**src/rtl/assert_macros.svh**
```systemverilog
// ----------------------------------------------------------------------------
// Assertion macros
// Shared concurrent assertion wrappers for the velocity filter RTL.
// ----------------------------------------------------------------------------
`ifndef ASSERT_MACROS_SVH
`define ASSERT_MACROS_SVH

// Property that must hold on every clock edge outside reset
`define ASSERT_CLK(label, prop, msg) \
  label: assert property (@(posedge clk) disable iff (rst) (prop)) else $error(msg);

// Condition that must never be true outside reset
`define ASSERT_NEVER(label, cond, msg) \
  label: assert property (@(posedge clk) disable iff (rst) !(cond)) else $error(msg);

`endif

```
**src/rtl/dbvf_pkg.sv**
```systemverilog
// ----------------------------------------------------------------------------
// dbvf_pkg
// Types, constants and the biquad sum/saturate helper for the velocity filter.
// ----------------------------------------------------------------------------
package dbvf_pkg;

  // Default depth of each delay store
  localparam int DEF_MAX_DELAY_TICKS = 1024;

  // Fixed-point formats
  localparam int VEL_W          = 32;
  localparam int COEF_W         = 32;
  localparam int COEF_FRAC_BITS = 30;
  localparam int PROD_W         = VEL_W + COEF_W;
  localparam int ACC_W          = PROD_W + 4;
  localparam int TICKS_W        = 11;

  // Config port
  localparam int PADDR_W = 5;
  localparam int PDATA_W = 32;

  // Decoupling queue depth (power of two)
  localparam int QUEUE_DEPTH = 2;

  // Register map, word index
  typedef enum logic [2:0] {
    REG_FILTER_EN = 3'd0,
    REG_DELAY_EN  = 3'd1,
    REG_DELAY_TCK = 3'd2,
    REG_COEF_B0   = 3'd3,
    REG_COEF_B1   = 3'd4,
    REG_COEF_B2   = 3'd5,
    REG_COEF_A1   = 3'd6,
    REG_COEF_A2   = 3'd7
  } reg_idx_t;

  // Coefficient reset values, Q2.30
  localparam logic signed [COEF_W-1:0] RST_B0 = 32'sd2463448;
  localparam logic signed [COEF_W-1:0] RST_B1 = 32'sd2463448;
  localparam logic signed [COEF_W-1:0] RST_B2 = 32'sd0;
  localparam logic signed [COEF_W-1:0] RST_A1 = -32'sd1068386503;
  localparam logic signed [COEF_W-1:0] RST_A2 = 32'sd0;

  // Coefficient set handed to the filter
  typedef struct packed {
    logic signed [COEF_W-1:0] b0;
    logic signed [COEF_W-1:0] b1;
    logic signed [COEF_W-1:0] b2;
    logic signed [COEF_W-1:0] a1;
    logic signed [COEF_W-1:0] a2;
  } coef_t;

  // One beat between the delay front end and the filter back end
  typedef struct packed {
    logic signed [VEL_W-1:0] lin;
    logic signed [VEL_W-1:0] ang;
    logic                    clear;
  } q_item_t;

  localparam logic signed [ACC_W-1:0] ROUND_BIAS = ACC_W'(1) <<< (COEF_FRAC_BITS - 1);
  localparam logic signed [ACC_W-1:0] Q_MAX      = ACC_W'(64'sd2147483647);
  localparam logic signed [ACC_W-1:0] Q_MIN      = ~Q_MAX;

  // Exact biquad sum, round to nearest (ties up), saturate to 32 bits
  function automatic logic signed [VEL_W-1:0] sat_sum(
    input logic signed [PROD_W-1:0] p_b0,
    input logic signed [PROD_W-1:0] p_b1,
    input logic signed [PROD_W-1:0] p_b2,
    input logic signed [PROD_W-1:0] p_a1,
    input logic signed [PROD_W-1:0] p_a2
  );
    logic signed [ACC_W-1:0] acc;
    logic signed [ACC_W-1:0] shf;
    logic signed [VEL_W-1:0] res;
    acc = ACC_W'(p_b0) + ACC_W'(p_b1) + ACC_W'(p_b2)
        - ACC_W'(p_a1) - ACC_W'(p_a2) + ROUND_BIAS;
    shf = acc >>> COEF_FRAC_BITS;
    if (shf > Q_MAX) begin
      res = Q_MAX[VEL_W-1:0];
    end else if (shf < Q_MIN) begin
      res = Q_MIN[VEL_W-1:0];
    end else begin
      res = shf[VEL_W-1:0];
    end
    return res;
  endfunction

endpackage

```
**src/rtl/dbvf_queue.sv**
```systemverilog
// ----------------------------------------------------------------------------
// dbvf_queue
// Short FIFO between the delay front end and the filter back end.
// ----------------------------------------------------------------------------
`include "assert_macros.svh"

module dbvf_queue import dbvf_pkg::*; (
  input  logic    clk,
  input  logic    rst,
  input  logic    push_valid,
  output logic    push_ready,
  input  q_item_t push_item,
  output logic    pop_valid,
  input  logic    pop_ready,
  output q_item_t pop_item
);

  localparam int PW = (QUEUE_DEPTH > 1) ? $clog2(QUEUE_DEPTH) : 1;
  localparam int CW = $clog2(QUEUE_DEPTH + 1);

  q_item_t       slots [QUEUE_DEPTH];
  logic [PW-1:0] wr_ptr;
  logic [PW-1:0] rd_ptr;
  logic [CW-1:0] count;
  logic          push;
  logic          pop;

  assign push_ready = (count != CW'(QUEUE_DEPTH));
  assign pop_valid  = (count != '0);
  assign push       = push_valid && push_ready;
  assign pop        = pop_valid && pop_ready;
  assign pop_item   = slots[rd_ptr];

  // Pointers and occupancy
  always_ff @(posedge clk) begin
    if (rst) begin
      wr_ptr <= '0;
      rd_ptr <= '0;
      count  <= '0;
    end else begin
      if (push) begin
        wr_ptr <= wr_ptr + PW'(1);
      end
      if (pop) begin
        rd_ptr <= rd_ptr + PW'(1);
      end
      if (push && !pop) begin
        count <= count + CW'(1);
      end else if (pop && !push) begin
        count <= count - CW'(1);
      end
    end
  end

  // Storage
  always_ff @(posedge clk) begin
    if (push) begin
      slots[wr_ptr] <= push_item;
    end
  end

  // Checks
  `ASSERT_CLK(a_cnt_bound, 32'(count) <= 32'(QUEUE_DEPTH), "queue count above depth")
  `ASSERT_CLK(a_cnt_up, (push && !pop) |=> (count == $past(count) + CW'(1)), "bad count on push")
  `ASSERT_CLK(a_cnt_dn, (pop && !push) |=> (count == $past(count) - CW'(1)), "bad count on pop")

endmodule

```
**config.mk**
```make
export PLATFORM = sky130hd
export DESIGN_NAME = dbvf_queue
export DESIGN_NICKNAME = d
export VERILOG_FILES = /design/src/rtl/dbvf_pkg.sv /design/src/rtl/dbvf_queue.sv
export VERILOG_INCLUDE_DIRS = /design/src /design/src/rtl
export SDC_FILE = /design/constraint.sdc
export NUM_CORES = 1
export LEC_CHECK = 0
export BUFFER_PORTS_ARGS = -buffer_cell sky130_fd_sc_hd__buf_2
export CAP_MARGIN = 30
export CORE_MARGIN = 2
export CORE_UTILIZATION = 25
export DETAILED_ROUTE_END_ITERATION = 8
export HOLD_SLACK_MARGIN = 0.15
export MAX_ROUTING_LAYER = met4
export SYNTH_ARGS = -nofsm -noshare
export SYNTH_HDL_FRONTEND = slang
export SYNTH_SLANG_ARGS = --single-unit
```
**constraint.sdc**
```tcl
create_clock -name clk -period 3.2 [get_ports clk]
set_input_delay 0.64 -clock clk [delete_from_list [all_inputs] [get_ports clk]]
set_output_delay 0.64 -clock clk [all_outputs]
set_load 0.05 [all_outputs]
```
; ---- Yosys cells after proc, flatten, opt, wreduce, memory -nomap -nowiden
; Memories as Yosys holds them, arrays and structs flattened. A register that Yosys moved wholly into a read port is not among the register bits.
; Index checks and enable logic that the tools add are counted.
[totals]
inputBits = 69
reg_bits = 4
ramBits = 130
n_memories = 1
[memory_table]
columns = name, words, word_bits, read_ports, rd_clocked_by_memory_dff, write_ports, line
row1 = slots, 2, 65, 1, 1, 1, dbvf_queue.sv:21  ; q_item_t slots [QUEUE_DEPTH];
[op_classes]
eq_ne = 1
addsub = 4
n_mux = 6
n_reduce_logical = 8
[op_table]
columns = op, count
row1 = 1-bit logical AND, 4
row2 = 1-bit 2-to-1 mux, 4
row3 = 2-bit 2-to-1 mux, 2
row4 = 2-bit nonzero test, 2
row5 = 1-bit adder (second input constant), 2
row6 = 2-bit by 1-bit adder with 2-bit output (second input constant), 1
row7 = 1-bit zero test, 2
row8 = 2-bit inequality test (second input constant), 1
row9 = 2-bit by 1-bit subtractor with 2-bit output (second input constant), 1

; ---- Longest topological paths before layout
; Gate-level depths: netlist of run 1.
[depth]
depth_word = 6
depth_mapped = 6
ltp_nobuf = 6

; ---- Worst setup path before layout of run 1
; No wires, ideal clock.
[synth_path]
kind = register to register
from = register count[0]
to = memory slots[1][0] (netlist name) (enable)
path_slack_ns = 0.209
stages_incl_launch_ff = 3
period_less_slack_ns = 2.991
t_arrival_ns = 2.560
setup_time_ns = 0.430
t_required_ns = 2.770
path_buffers = 0
cell_sequence = dfxtp_1 > nand2b_1 > and3_1
[synth_via]
elab_chain_len = 4
[synth_rtl]
columns = element, line
row1 = start: declaration, dbvf_queue.sv:24  ; logic [CW-1:0] count;
row2 = start signal: assignment, dbvf_queue.sv:48  ; count <= count + CW'(1);
row3 = start signal: assignment, dbvf_queue.sv:50  ; count <= count - CW'(1);
row4 = 2-bit inequality test, dbvf_queue.sv:28  ; assign push_ready = (count != CW'(QUEUE_DEPTH));
row5 = net push_ready, dbvf_queue.sv:11  ; output logic push_ready,
row6 = 1-bit logical AND, dbvf_queue.sv:30  ; assign push = push_valid && push_ready;
row7 = 1-bit 2-to-1 mux, dbvf_queue.sv:57  ; if (push) begin
row8 = 1-bit 2-to-1 mux (implied by the code), dbvf_queue.sv:58  ; slots[wr_ptr] <= push_item;
row9 = end: declaration, dbvf_queue.sv:21
; The timed path passes the listed nets, and every way through them passes these cells.

==> flow_metrics.py, run 1 <==
metrics = {
    "placement": {
        "place_area_um2": 5930,
        "place_congestion": 0.695,
        "dp_slack_ns": 1.01,
        "place.port_buffers": 135,
        "dp_hpwl_um": 6730,
    },
    "critical_path": {
        "crit_fanout": 20,
        "crit_path_top_delay_cell": "dfxtp_2",
        "crit_family": "buffers and inverters",
        "crit_required_ns": 2.56,
        "criticalPathCategory": "register to primary output",
        "cp_num_buf_inv": 2,
        "path_cells": "buf_4 > mux2_2 > buf_2",
        "worstSetupEndpointType": "primary output",
        "worstPathArrival_ns": 1.91,
        "startpoint_type": "register",
        "critPathMaxStageDelay_ns": 0.53,
        "worstReg2RegStart": "count[0]$_SDFFE_PP0P_",
    },
    "logic_synthesis": {
        "syn-num-nets": 296,
        "ys_seq_elements": 135,
        "synthDistinctLibCells": 19,
        "synth_area_um2": 4930,
        "yosys_warnings": 0,
        "yosysSeqAreaShare_pct": 81.3,
        "synthCells": 226,
        "synth.avg_cell_area_um2": 21.8,
    },
    "die": {
        "fp.dieW_um": 144,
        "io_pins": 136,
        "initial_core_util_pct": 25.4,
        "die_area_um2": 20800,
        "die_y_um": 144,
        "rows": 51,
        "core_um2": 19400,
    },
    "timing": {
        "finalSetupViolCount": 0,
        "hold_ws_ns": 0.415,
        "worst_slew_pin_slew_ns": 0.511,
        "fmax_mhz": 393,
        "fin_crit_ns": 2.55,
        "setup_tns_ns": 0,
        "fin_crit_sh_pct": 79.6,
        "final_max_slew_viol_count": 0,
        "rsz0062_at_grt": "false",
        "hold_viol": 0,
        "fin_worst_skew_ns": 0.00515,
        "worst_slack_ns": 0.653,
        "slew-limit-headroom_pct": 65.9,
    },
    "pwr": {
        "p_leak_nw": 2.40,
        "power.density_nw_per_um2": 947,
        "sw_frac_of_total_pct": 35.5,
        "power_switching_w": 0.00218,
        "power_frac_seq_pct": 37.2,
        "power_frac_clock_pct": 30.7,
        "power.internal_w": 0.00397,
        "peakVddDrop_v": 0.000336,
        "comb_power_share_pct": 32.1,
    },
    "hold_path": {
        "hold_start": "push_item[56]",
        "min_path_type": "input port to register",
    },
    "layout": {
        "final_layout_size_suffix_gt1_share_pct": 60.1,
        "stdcell_area_um2": 6500,
        "syn_to_final_growth_pct": 32.0,
        "diodes": 0,
        "final_util_pct": 33.5,
        "num-nets-final": 450,
    },
    "global_routing": {
        "grt_pass1_wl_um": 14400,
        "grt.total_usage_pct": 10.1,
        "overflow": 0,
        "grt_max_degree": 30,
        "grt_pass1_vias": 2848,
        "grt_antenna_before_repair": 0,
    },
    "job": {
        "drv_cap": 0,
    },
    "cts": {
        "numCtsBuffers": 17,
        "tritoncts": "built",
        "clockBufferDepth": 2,
        "htreeDepth": 4,
        "cts.sinks": 135,
        "clk_pin_slew_ns": 0.06,
        "insertion_delay_ns": 0.41,
        "cts-root-buf": "clkbuf_16",
        "ctsHoldBuffers": 0,
        "post_cts_buffers": 0,
        "post_cts_resized": 0,
    },
    "drt": {
        "ant_nets": 0,
        "vias_per_cell": 3.90,
        "via_count": 2569,
        "drtIter0Drc": 86,
        "first_pass_iters": 4,
        "wl_per_cell_um": 15.2,
        "wl_um": 9980,
        "post-route-drc-count": 0,
    },
    "status": {
        "status": "finished, final reports clean",
    },
}
[metal layers]
metal  global-route usage (%)  vias to the layer above  share of wire (%)
met4                     5.72                        0                2.4
li1                         -                     1202                  -
met5                        -                        -                  0
met1                     10.1                     1277                 39
met2                     17.2                       76                 54
met3                     3.21                       14                5.1
[layout by cell type (no fill, tap or decap), drive strengths merged]
| cell type | instances |
|---|---|
| nor2 | 3 |
| and2 | 1 |
| inv | 1 |
| and3 | 1 |
| nand2b | 1 |
| bufinv | 3 |
| a21bo | 1 |
| dfxtp | 5 |
| edfxtp | 130 |
| buf | 142 |
| o21ai | 2 |
| xor2 | 3 |
| nand3b | 1 |
| a21oi | 2 |
| clkinvlp | 1 |
| or3 | 1 |
| clkbuf | 21 |
| or2 | 1 |
| clkinv | 7 |
| ha | 1 |
| mux2 | 65 |
[worst register-to-register path: cells and delay by family (launching register included)]
family | cells | cell delay (ns)
buffers and inverters | 1 | 0.48
DFF | 1 | 0.41
and+or+nand+nor | 2 | 0.74
[power groups by stage]
stage | Clock [W] | Combinational (W) | Sequential [W]
finish | 0.00189 | 0.00197 | 0.00229
global route | 0.00204 | 0.00208 | 0.00231
CTS | 0.00196 | 0.00201 | 0.00230
detailed placement | 0 | 0.00200 | 0.00233
global placement | 0 | 0.00198 | 0.00232
floorplan | 0 | 0.00160 | 0.00230
[Yosys cell counts]
| cell | count | area (um^2) |
|---|---|---|
| edfxtp_1 | 130 | 3900 |
| mux2_2 | 65 | 732 |
| buf_6 | 5 | 56.3 |
| dfxtp_1 | 5 | 100 |
| nor2_1 | 3 | 11.3 |
| xor2_1 | 3 | 26.3 |
| a21oi_1 | 2 | 10.0 |
| o21ai_0 | 2 | 10.0 |
| a21bo_2 | 1 | 10.0 |
| and2_1 | 1 | 6.26 |
| and3_1 | 1 | 6.26 |
| buf_2 | 1 | 5.00 |
| buf_4 | 1 | 7.51 |
| ha_1 | 1 | 12.5 |
| inv_1 | 1 | 3.75 |
| nand2b_1 | 1 | 6.26 |
| nand3b_1 | 1 | 7.51 |
| or2_2 | 1 | 6.26 |
| or3_1 | 1 | 6.26 |
[through the flow]
step                power, W  cells
floorplan            0.00390    226
global placement     0.00430    626
detailed placement   0.00434    626
CTS                  0.00627    658
global route         0.00643    658
finish               0.00616    658
[layout make-up]
cell class	instances	area (um^2)
clock buffer	21	440
clock inverter	11	131
fill	1939	12900
inverter	1	3.75
multi-input combinational	83	852
sequential	135	4010
tap	265	332
timing repair buffer	142	741
[cells by family after synthesis]
group | Yosys count | share of synthesized area [%]
flops | 135 | 81.3
mux | 65 | 14.9
simple gates | 9 | 1.02
xor+xnor | 3 | 0.533
compound gates | 5 | 0.609
fa+ha+maj | 1 | 0.254
buf+inv | 8 | 1.47
[final timing paths]
| path | slack (ns) | cells after the start | end |
|---|---|---|---|
| worst max-delay path | 0.65 | 3 | pop_item[45] |
| worst min-delay path | 0.42 | 1 | slots[0][56]$_DFFE_PP_ |
| worst max register to register | 1.20 | 3 | slots[1][30]$_DFFE_PP_ |
| worst min register to register | 0.51 | 2 | register |
[sequential cells by signal (all words and copies together), names as in the netlist, named ones only]
| name | flops |
|---|---|
| count | 2 |
| rd_ptr | 1 |
| slots | 130 |
| wr_ptr | 1 |
Power figures use the tool's default switching activity.
==> run 2: changes to the inputs <==
Clock period 3.2 ns to 2.7 ns, I/O delays scaled along.
==> flow_metrics.py, run 2 (synthesis results as in run 1) <==
metrics = {
    "layout": {
        "num-nets-final": 447,
        "layout_common_cells": "buf_2 (135), edfxtp_1 (130), mux2_2 (65)",
        "syn_to_final_growth_pct": 32.6,
        "diodes": 0,
        "layout_commonest_cell": "buf_2",
        "instances_no_fill": 655,
        "top_register": "slots",
        "reg_top3": "slots (130), count (2)",
        "final_layout_size_suffix_gt1_share_pct": 61.0,
        "stdcell_area_um2": 6540,
        "largest_register_ffs": 130,
    },
    "timing": {
        "fin_worst_skew_ns": 0.00499,
        "hold_viol": 0,
        "final_max_slew_viol_count": 0,
        "worst_slew_pin_slew_ns": 0.432,
        "fin_crit_sh_pct": 85.1,
        "fin_crit_ns": 2.30,
        "finalSetupViolCount": 0,
        "slew-limit-headroom_pct": 71.2,
        "setup_tns_ns": 0,
        "fmax_mhz": 435,
        "rsz0062_at_grt": "false",
    },
    "drt": {
        "via_count": 2539,
        "drtIter0Drc": 101,
        "ant_nets": 0,
        "wl_um": 9010,
        "post-route-drc-count": 0,
        "first_pass_iters": 4,
        "vias_per_cell": 3.88,
        "wl_per_cell_um": 13.8,
    },
    "cts": {
        "clockBufferDepth": 2,
        "numCtsBuffers": 17,
        "tritoncts": "built",
        "insertion_delay_ns": 0.40,
        "ctsHoldBuffers": 0,
        "htreeDepth": 4,
        "cts-root-buf": "clkbuf_16",
        "post_cts_resized": 0,
        "clk_pin_slew_ns": 0.06,
        "post_cts_buffers": 0,
        "cts.sinks": 135,
    },
    "global_routing": {
        "grt.total_usage_pct": 9.01,
        "grt_pass1_vias": 2688,
        "grt_max_degree": 66,
        "grt_antenna_before_repair": 0,
        "overflow": 0,
        "grt_pass1_wl_um": 13500,
    },
    "pwr": {
        "p_leak_nw": 2.40,
        "peakVddDrop_v": 0.000446,
        "power.density_nw_per_um2": 1120,
    },
    "placement": {
        "place_congestion": 0.730,
        "dp_hpwl_um": 5800,
        "place_area_um2": 5950,
        "placed_cells_incl_taps": 623,
        "place.port_buffers": 135,
    },
    "critical_path": {
        "startpoint_type": "register",
        "criticalPathCategory": "register to primary output",
        "worstSetupEndpointType": "primary output",
        "crit_required_ns": 2.16,
        "crit_fanout": 24,
        "regToRegSetupSlack_ns": 1.08,
        "worstPathArrival_ns": 1.76,
    },
    "die": {
        "initial_core_util_pct": 25.4,
        "die_y_um": 144,
        "rows": 51,
        "io_pins": 136,
        "fp.dieW_um": 144,
        "die_area_um2": 20800,
        "core_um2": 19400,
    },
    "job": {
        "drv_cap": 0,
    },
    "status": {
        "status": "finished, final reports clean",
    },
    "hold_path": {
        "min_path_type": "input port to register",
    },
}
-- run 2: changes by cell type in the layout (fill, tap and decap cells not counted) --
cell,change
clkbuf_1,-2
inv_2,-1
buf_12,+2
clkinv_2,+2
and3_4,+1
dfxtp_4,+1
clkinv_4,+3
clkinvlp_4,+1
buf_4,-5
clkinv_1,-3
and3_2,-1
dfxtp_2,-1
-- run 2: layer usage --
| layer | wire length (um) | share of wire [%] | GRT usage (%) | vias up |
|---|---|---|---|---|
| met5 | 0 | 0 | - | - |
| met4 | 97 | 1.1 | 3.37 | 0 |
| met3 | 565 | 6.3 | 3.94 | 10 |
| met2 | 4490 | 50 | 14.7 | 84 |
| met1 | 3860 | 43 | 9.77 | 1249 |
| li1 | - | - | - | 1196 |
-- run 2: final cells by class --
cell class | instances | area [um^2]
Fill cell | 1898 | 12900
Sequential cell | 135 | 4010
Multi-Input combinational cell | 83 | 856
Timing Repair Buffer | 139 | 743
Clock buffer | 19 | 433
Tap cell | 265 | 332
Clock inverter | 13 | 156
Inverter | 1 | 7.51
-- run 2: report_power, final --
group          switching, W  total [W]  leakage (nW)  internal (W)
clock              0.000836    0.00228         0.288       0.00145
sequential        0.0000836    0.00271          1.26       0.00262
combinational       0.00168    0.00234         0.851      0.000661
total               0.00260    0.00733          2.40       0.00473
-- run 2: worst paths after layout --
check | startpoint | endpoint | cells after the start
max | register | pop_item[15] | 3
min | push_item[49] | slots[0][49]$_DFFE_PP_ | 1
max reg2reg | count[0]$_SDFFE_PP0P_ | count[1]$_SDFFE_PP0P_ | 5
min reg2reg | rd_ptr$_SDFFE_PP0P_ | rd_ptr$_SDFFE_PP0P_ | 2
-- run 2: critical path, stage by stage (launching register included) --
cell and delay [ns]:
dfxtp_4 0.42, buf_4 0.33, mux2_2 0.38, buf_2 0.21
-- run 2: through the flow --
step	hold WS [ns]	total power (W)	worst slack, ns	util, %
final	0.322	0.00733	0.403	33.7
after detailed placement	0.500	0.00512	0.806	30.7
after floorplan	0.471	0.00462	0.289	-
after global routing	0.291	0.00766	0.303	33.7
after global placement	0.490	0.00509	0.820	30.7
after CTS	0.293	0.00744	0.353	33.7
==> run 3: changes to the inputs <==
Settings changed: CELL_PAD_IN_SITES_DETAIL_PLACEMENT from default to 1, CELL_PAD_IN_SITES_GLOBAL_PLACEMENT from default to 1, PLACE_DENSITY_LB_ADDON from default to 0.1.
==> flow_metrics.py, run 3 (synthesis results as in run 1) <==
metrics = {
    "status": {
        "status": "finished, final reports clean",
    },
    "layout": {
        "layout_commonest_cell": "buf_2",
        "largest_register_ffs": 130,
        "num-nets-final": 448,
        "reg_top3": "slots (130), count (2)",
        "instances_no_fill": 658,
        "final_layout_size_suffix_gt1_share_pct": 61.9,
        "layout_common_cells": "buf_2 (135), edfxtp_1 (130), mux2_2 (65)",
        "syn_to_final_growth_pct": 33.2,
        "stdcell_area_um2": 6570,
        "top_register": "slots",
    },
    "job": {
        "drv_cap": 0,
    },
    "die": {
        "io_pins": 136,
        "fp.dieW_um": 144,
        "die_area_um2": 20800,
        "rows": 51,
        "die_y_um": 144,
        "initial_core_util_pct": 25.4,
        "core_um2": 19400,
    },
    "timing": {
        "setup_tns_ns": 0,
        "fin_crit_sh_pct": 88.2,
        "fmax_mhz": 420,
        "hold_viol": 0,
        "rsz0062_at_grt": "false",
        "worst_slew_pin_slew_ns": 0.404,
        "finalSetupViolCount": 0,
        "slew-limit-headroom_pct": 73.0,
        "fin_crit_ns": 2.38,
        "hold_ws_ns": 0.309,
        "final_max_slew_viol_count": 0,
        "fin_worst_skew_ns": 0.00816,
    },
    "critical_path": {
        "worstPathArrival_ns": 1.84,
        "regToRegSetupSlack_ns": 1.02,
        "reg2reg_to": "count[1]$_SDFFE_PP0P_",
        "crit_required_ns": 2.16,
        "criticalPathCategory": "register to primary output",
        "worstSetupEndpointType": "primary output",
        "rr_worst_depth": 5,
        "startpoint_type": "register",
        "worstReg2RegStart": "count[0]$_SDFFE_PP0P_",
        "crit_fanout": 32,
    },
    "pwr": {
        "power_frac_clock_pct": 31.2,
        "sw_frac_of_total_pct": 36.9,
        "power_switching_w": 0.00273,
        "comb_power_share_pct": 31.8,
        "p_leak_nw": 2.40,
        "peakVddDrop_v": 0.000416,
        "power.density_nw_per_um2": 1130,
        "power.internal_w": 0.00467,
        "power_frac_seq_pct": 37.0,
    },
    "cts": {
        "tritoncts": "built",
        "ctsHoldBuffers": 0,
        "clk_pin_slew_ns": 0.06,
        "clockBufferDepth": 2,
        "post_cts_buffers": 0,
        "post_cts_resized": 0,
        "cts-root-buf": "clkbuf_16",
        "cts.sinks": 135,
        "htreeDepth": 4,
        "numCtsBuffers": 17,
        "insertion_delay_ns": 0.41,
    },
    "hold_path": {
        "holdPathStages": 1,
        "min_path_type": "input port to register",
        "hold_start": "push_item[39]",
        "hold_end": "slots[0][39]$_DFFE_PP_",
    },
    "placement": {
        "placed_cells_incl_taps": 624,
        "dp_hpwl_um": 6560,
        "place.port_buffers": 135,
        "place_area_um2": 5970,
        "place_congestion": 0.706,
    },
    "global_routing": {
        "grt_antenna_before_repair": 2,
        "grt.total_usage_pct": 10.8,
        "overflow": 0,
        "grt_pass1_vias": 2907,
        "grt_pass1_wl_um": 15800,
        "grt_max_degree": 66,
    },
    "drt": {
        "wl_per_cell_um": 16.0,
        "ant_nets": 0,
        "drtIter0Drc": 120,
        "via_count": 2590,
        "vias_per_cell": 3.94,
        "post-route-drc-count": 0,
        "first_pass_iters": 4,
        "wl_um": 10500,
    },
}
## run 3: stage by stage
stage | util [%] | setup slack, ns | power, W
finish | 33.8 | 0.320 | 0.00740
detailed placement | 30.8 | 0.704 | 0.00518
floorplan | - | 0.289 | 0.00462
CTS | 33.8 | 0.241 | 0.00755
global route | 33.8 | 0.203 | 0.00774
global placement | 30.8 | 0.705 | 0.00517
## run 3: area by class of cell
type	instances	area, um^2
fill	2033	12800
sequential	135	4010
multi-input combinational	83	856
timing repair buffer	140	763
clock buffer	17	425
tap	265	332
clock inverter	15	169
inverter	1	7.51
antenna	2	5.00
## run 3: worst max-delay path, stage by stage (launching register included)
cell	delay (ns)
dfxtp_4	0.55
buf_12	0.27
mux2_2	0.37
buf_2	0.22
## run 3: worst max path at each step
stage                               start               endpoint  slack, ns
global placement                 register           pop_item[16]       0.71
finish                           register           pop_item[16]       0.32
floorplan           count[0]$_SDFFE_PP0P_  slots[0][0]$_DFFE_PP_       0.29
global route                     register           pop_item[56]       0.20
detailed placement               register           pop_item[16]       0.70
CTS                              register           pop_item[16]       0.24
## run 3: routing by layer
| layer | vias up | routed length [um] | global-route usage, % |
|---|---|---|---|
| met5 | - | 0 | - |
| li1 | 1206 | - | - |
| met4 | 0 | 140 | 5.52 |
| met3 | 11 | 680 | 3.91 |
| met2 | 80 | 5400 | 17.7 |
| met1 | 1293 | 4290 | 11.7 |
## run 3: power groups by stage
stage               logic [W]  clock network [W]  registers (W)
floorplan             0.00190                  0        0.00271
global placement      0.00238                  0        0.00278
detailed placement    0.00240                  0        0.00279
CTS                   0.00241            0.00240        0.00274
global route          0.00249            0.00247        0.00277
finish                0.00235            0.00231        0.00274
